`src/sv/sac_digit_pipe.sv`:
```
// ----------------------------------------------------------------------------
// sac_digit_pipe
// Pipelined restoring recurrence, one result bit per stage: integer square
// root of num, or saturating quotient num/den (all ones on overflow).
// ----------------------------------------------------------------------------
`default_nettype none

module sac_digit_pipe #(
	parameter bit IS_SQRT = 1'b0,
	parameter int NW      = 8,
	parameter int DW      = 8,
	parameter int QW      = 4
) (
	input  logic          clk,
	input  logic [NW-1:0] num,
	input  logic [DW-1:0] den,   // tied to zero for a square root
	output logic [QW-1:0] q
);
	localparam int W0 = (NW > DW + QW) ? NW : DW + QW;
	localparam int TW = ((W0 > 2 * QW + 1) ? W0 : 2 * QW + 1) + 1;

	logic [TW-1:0] rem_q [1:QW-1];
	logic [DW-1:0] den_q [1:QW-1];
	logic [QW-1:0] acc_q [1:QW];
	logic          sat_q [1:QW];
	logic          sat_in;

	// quotient would not fit in QW bits
	assign sat_in = !IS_SQRT && (TW'(num) >= (TW'(den) << QW));

	for (genvar i = 0; i < QW; i++) begin : g_step
		localparam int K = QW - 1 - i;
		logic [TW-1:0] rem_c;
		logic [TW-1:0] trial;
		logic [QW-1:0] acc_c;
		logic [DW-1:0] den_c;
		logic          sat_c;
		logic          take;

		if (i == 0) begin : g_first
			assign rem_c = TW'(num);
			assign acc_c = '0;
			assign den_c = den;
			assign sat_c = sat_in;
		end else begin : g_next
			assign rem_c = rem_q[i];
			assign acc_c = acc_q[i];
			assign den_c = den_q[i];
			assign sat_c = sat_q[i];
		end

		// sqrt: (2*acc + 2^K) * 2^K ; divide: den * 2^K
		assign trial = (TW'(den_c) << K)
			+ (IS_SQRT ? ((TW'(acc_c) << (K + 1)) + (TW'(1) << (2 * K))) : '0);
		assign take = (rem_c >= trial);

		always_ff @(posedge clk) begin
			acc_q[i+1] <= take ? (acc_c | (QW'(1) << K)) : acc_c;
			sat_q[i+1] <= sat_c;
		end

		if (i < QW - 1) begin : g_carry
			always_ff @(posedge clk) begin
				rem_q[i+1] <= take ? (rem_c - trial) : rem_c;
				den_q[i+1] <= den_c;
			end
		end
	end

	assign q = sat_q[QW] ? '1 : acc_q[QW];

endmodule

`default_nettype wire

```
`config.mk`:
```
export PLATFORM = sky130hd
export DESIGN_NAME = sac_digit_pipe
export DESIGN_NICKNAME = d
export VERILOG_FILES = /design/src/sv/sac_digit_pipe.sv
export SDC_FILE = /design/constraint.sdc
export NUM_CORES = 1
export LEC_CHECK = 0
export BUFFER_PORTS_ARGS = -buffer_cell sky130_fd_sc_hd__buf_2
export CORE_UTILIZATION = 35
export DETAILED_ROUTE_END_ITERATION = 7
export SLEW_MARGIN = 0
export SYNTH_ARGS = -nofsm -noshare
export SYNTH_HDL_FRONTEND = slang
export SYNTH_SLANG_ARGS = --single-unit
export TNS_END_PERCENT = 20
```
`constraint.sdc`:
```
create_clock -name clk -period 2.05 [get_ports clk]
set_input_delay 0.3075 -clock clk [delete_from_list [all_inputs] [get_ports clk]]
set_output_delay 0.3075 -clock clk [all_outputs]
set_load 0.005 [all_outputs]
```
==> results.py <==
metrics = {
    "status": {
        "outcome": "completed",
    },
    "placed_design": {
        "dp_cells": 494,
        "pre_cts_slack_ns": -0.383,
        "place.gp.congestion": 0.834,
        "place_hpwl_mm": 4.88,
        "place.port_buffers": 20,
    },
    "cells_and_area": {
        "finalNonFillerCells": 518,
        "nets": 459,
        "antenna_cells": 0,
        "area_growth_pct": 35.3,
        "final_layout_size_suffix_gt1_share_pct": 38.3,
    },
    "critical_path": {
        "crit_fanout": 7,
        "rrSetupSlack_ns": 0.0006,
        "timing.rr.end": "rem_q[0][40]",
        "arrival_ns": 2.31,
        "critPathCaptureType": "register",
        "start_kind": "register",
        "cp_num_buf_inv": 3,
        "path_cells": "inv_2 > ha_4 > inv_2 > fa_2 > nand3_4 > a21oi_4 > nor3_4 > nor2b_4 > buf_8 > mux2i_1",
        "path_delay_family": "simple AND/OR/NAND/NOR gates",
        "r2r_start": "rem_q[0][27]",
        "path_class": "reg -> reg",
        "worst_ep_required_time_ns": 2.31,
        "max_stage_delay_ns": 0.39,
        "critical-path-slowest-cell": "fa_2",
        "worst_r2r_path_depth": 10,
        "crit_top_cell": "inv_2",
    },
    "synth": {
        "synth_cells": 318,
        "yosys.cell_count.top_type": "dfxtp_1",
        "avgSynthCellArea_um2": 10.3,
        "ys_async_sr_fraction_pct": 0,
        "ys_warn_count": 0,
        "syn-cell-area_um2": 3270,
        "ys_seq_elements": 76,
        "synth_ff_type": "dfxtp_1",
        "synth_cell_types": 48,
        "yosysTopAreaCell": "dfxtp_1",
        "yosysTopAreaCellShare_pct": 46.5,
        "synth_commonest_cells": "dfxtp_1 (76), inv_1 (41), ha_1 (33), nand2_1 (18), a21oi_1 (16)",
        "synth_enable_flop_cells": 0,
        "synth_area_leaders": "dfxtp_1 (47%), ha_1 (13%), inv_1 (4.7%), mux2_2 (4.1%), a21oi_1 (2.4%)",
        "ys_seq_area_share_pct": 46.5,
        "synth_fp_nets": 371,
    },
    "timing": {
        "hold_viol": 0,
        "worstMarginPinSlew_ns": 0.460,
        "relSlewSlack_pct": 68.6,
        "finClkSkew_ns": 0.00716,
        "grt_setup_unrepaired": "true",
        "setup_tns_ns": 0,
        "worst_hold_slack_ns": 0.0804,
        "layout_min_cycle_time_ns": 2.05,
        "fin_crit_sh_pct": 100,
        "fin_ws_ns": 0.000564,
        "slew_viol_final": 0,
        "fmax_mhz": 488,
        "setup_viol": 0,
    },
    "detailed_routing": {
        "wl_per_cell_um": 12.9,
        "drc": 0,
        "dr.pass1.iters": 4,
        "dr_total_vias": 2461,
        "drtAntennaViolNets": 0,
        "wl_mm": 6.68,
        "viasPerCell": 4.75,
        "first_iter_violations": 55,
    },
    "clocking": {
        "cts_root_buffer": "clkbuf_8",
        "cts.sinks": 76,
        "h-tree-depth": 3,
        "cts_tree": "yes",
        "path_clk_slew_ns": 0.07,
        "clkLatencyLatePin_ns": 0.34,
        "cts_buffer_depth": 2,
        "cts_buffers": 9,
        "ctsHoldBuffers": 0,
    },
    "power": {
        "power_density_nw_per_um2": 892,
        "p_leak_nw": 2.12,
        "vdd_drop_max_uv": 304,
    },
    "floorplanning": {
        "die_w_um": 98.7,
        "die_area_um2": 9740,
        "design.core.area_um2": 8890,
        "io_pins": 21,
        "row_count": 34,
        "initial_core_util_pct": 36.8,
        "fp.dieH_um": 98.7,
    },
    "flow_run": {
        "max_cap_violations": 0,
    },
    "global_route": {
        "antenna_found_initial": 0,
        "grt_usage_pct": 14.2,
        "grt_overflow": 0,
        "grt_pass1_vias": 2400,
        "grt_pass1_wl_mm": 10.6,
        "grt_max_degree": 15,
    },
    "min_path": {
        "hp-class": "in -> reg",
        "worstHoldStart": "den[6]",
        "hold_path_depth": 1,
        "min_to": "den_q[0][14]",
    },
}
[registers in the layout (all words and copies together) (netlist names)]
signal / cells
rem_q: 38
acc_q: 10
den_q: 24
sat_q: 4
[layer usage]
metal	share of wire [%]	GRT usage, %	wire length [um]
met5	0	0	0
met4	1.8	7.58	121
met3	2.9	4.11	192
met2	49	23.7	3310
met1	46	16.5	3060
[area by class of cell]
type	instances	area [um2]
Clock buffer	11	141
Clock inverter	4	73.8
Sequential cell	76	1530
Multi-Input combinational cell	197	1800
Tap cell	108	135
Fill cell	766	4460
Inverter	41	154
Timing Repair Buffer	81	598
[through the flow]
step / power, mW / area [um2] / utilization, %
detailed placement: 2.58 / 3870 / 43.5
floorplan: 2.31 / 3280 / -
global route: 4.20 / 4430 / 49.8
global placement: 2.56 / 3870 / 43.5
finish: 3.95 / 4430 / 49.8
CTS: 3.86 / 4220 / 47.4
[placed cells by master (no fill, tap or decap), drive strengths merged, types with 8 or more instances in the layout]
master  instances
a21oi          16
nor2b           9
nor2            8
mux2           12
clkbuf         12
a21o            9
o21ai          14
ha             33
inv            41
buf            80
dfxtp          76
nand2          18
[worst register-to-register path, cell delays in order (launching register included)]
cell and delay, ns:
dfxtp_2 0.32, inv_2 0.07, ha_4 0.13, inv_2 0.04
fa_2 0.39, nand3_4 0.11, a21oi_4 0.08, nor3_4 0.20
nor2b_4 0.27, buf_8 0.15, mux2i_1 0.22
[how the worst max path moves through the flow]
| stage | start | slack (ns) | cells after the start | end |
|---|---|---|---|---|
| after global routing | rem_q[0][27] | -0.12 | 10 | rem_q[0][40] |
| after global placement | den_q[0][9] | -0.32 | 8 | rem_q[0][34] |
| final | rem_q[0][27] | 0.0006 | 10 | rem_q[0][40] |
| after floorplan | den_q[0][9] | 0.009 | 9 | rem_q[0][30] |
| after CTS | den_q[0][9] | -0.04 | 9 | rem_q[0][32] |
| after detailed placement | den_q[0][9] | -0.38 | 8 | rem_q[0][32] |
[kinds of logic (layout without fill, tap and decap cells)]
family | Yosys count | after routing | synth area share [%]
buffers and inverters | 45 | 137 | 5.74
flip-flops | 76 | 76 | 46.5
adder cells (fa/ha/maj) | 36 | 36 | 14.5
AO/OA/AOI/OAI | 54 | 54 | 11.1
XOR/XNOR | 14 | 14 | 3.75
AND/OR/NAND/NOR | 77 | 77 | 13.1
multiplexers | 16 | 16 | 5.35
[repair_timing]
action / in CTS / in global routing
resized for setup: 25 / 36
pin swaps: 7 / 19
gates cloned: 0 / 1
setup buffers: 5 / 3
endpoints found under the setup margin: 22 / 22
[where the power goes]
| part | internal [mW] | total (mW) | switching (mW) |
|---|---|---|---|
| registers | 1.66 | 1.73 | 0.0690 |
| logic | 0.547 | 1.00 | 0.455 |
| clock network | 0.712 | 1.22 | 0.510 |
Power figures use the tool's default switching activity.
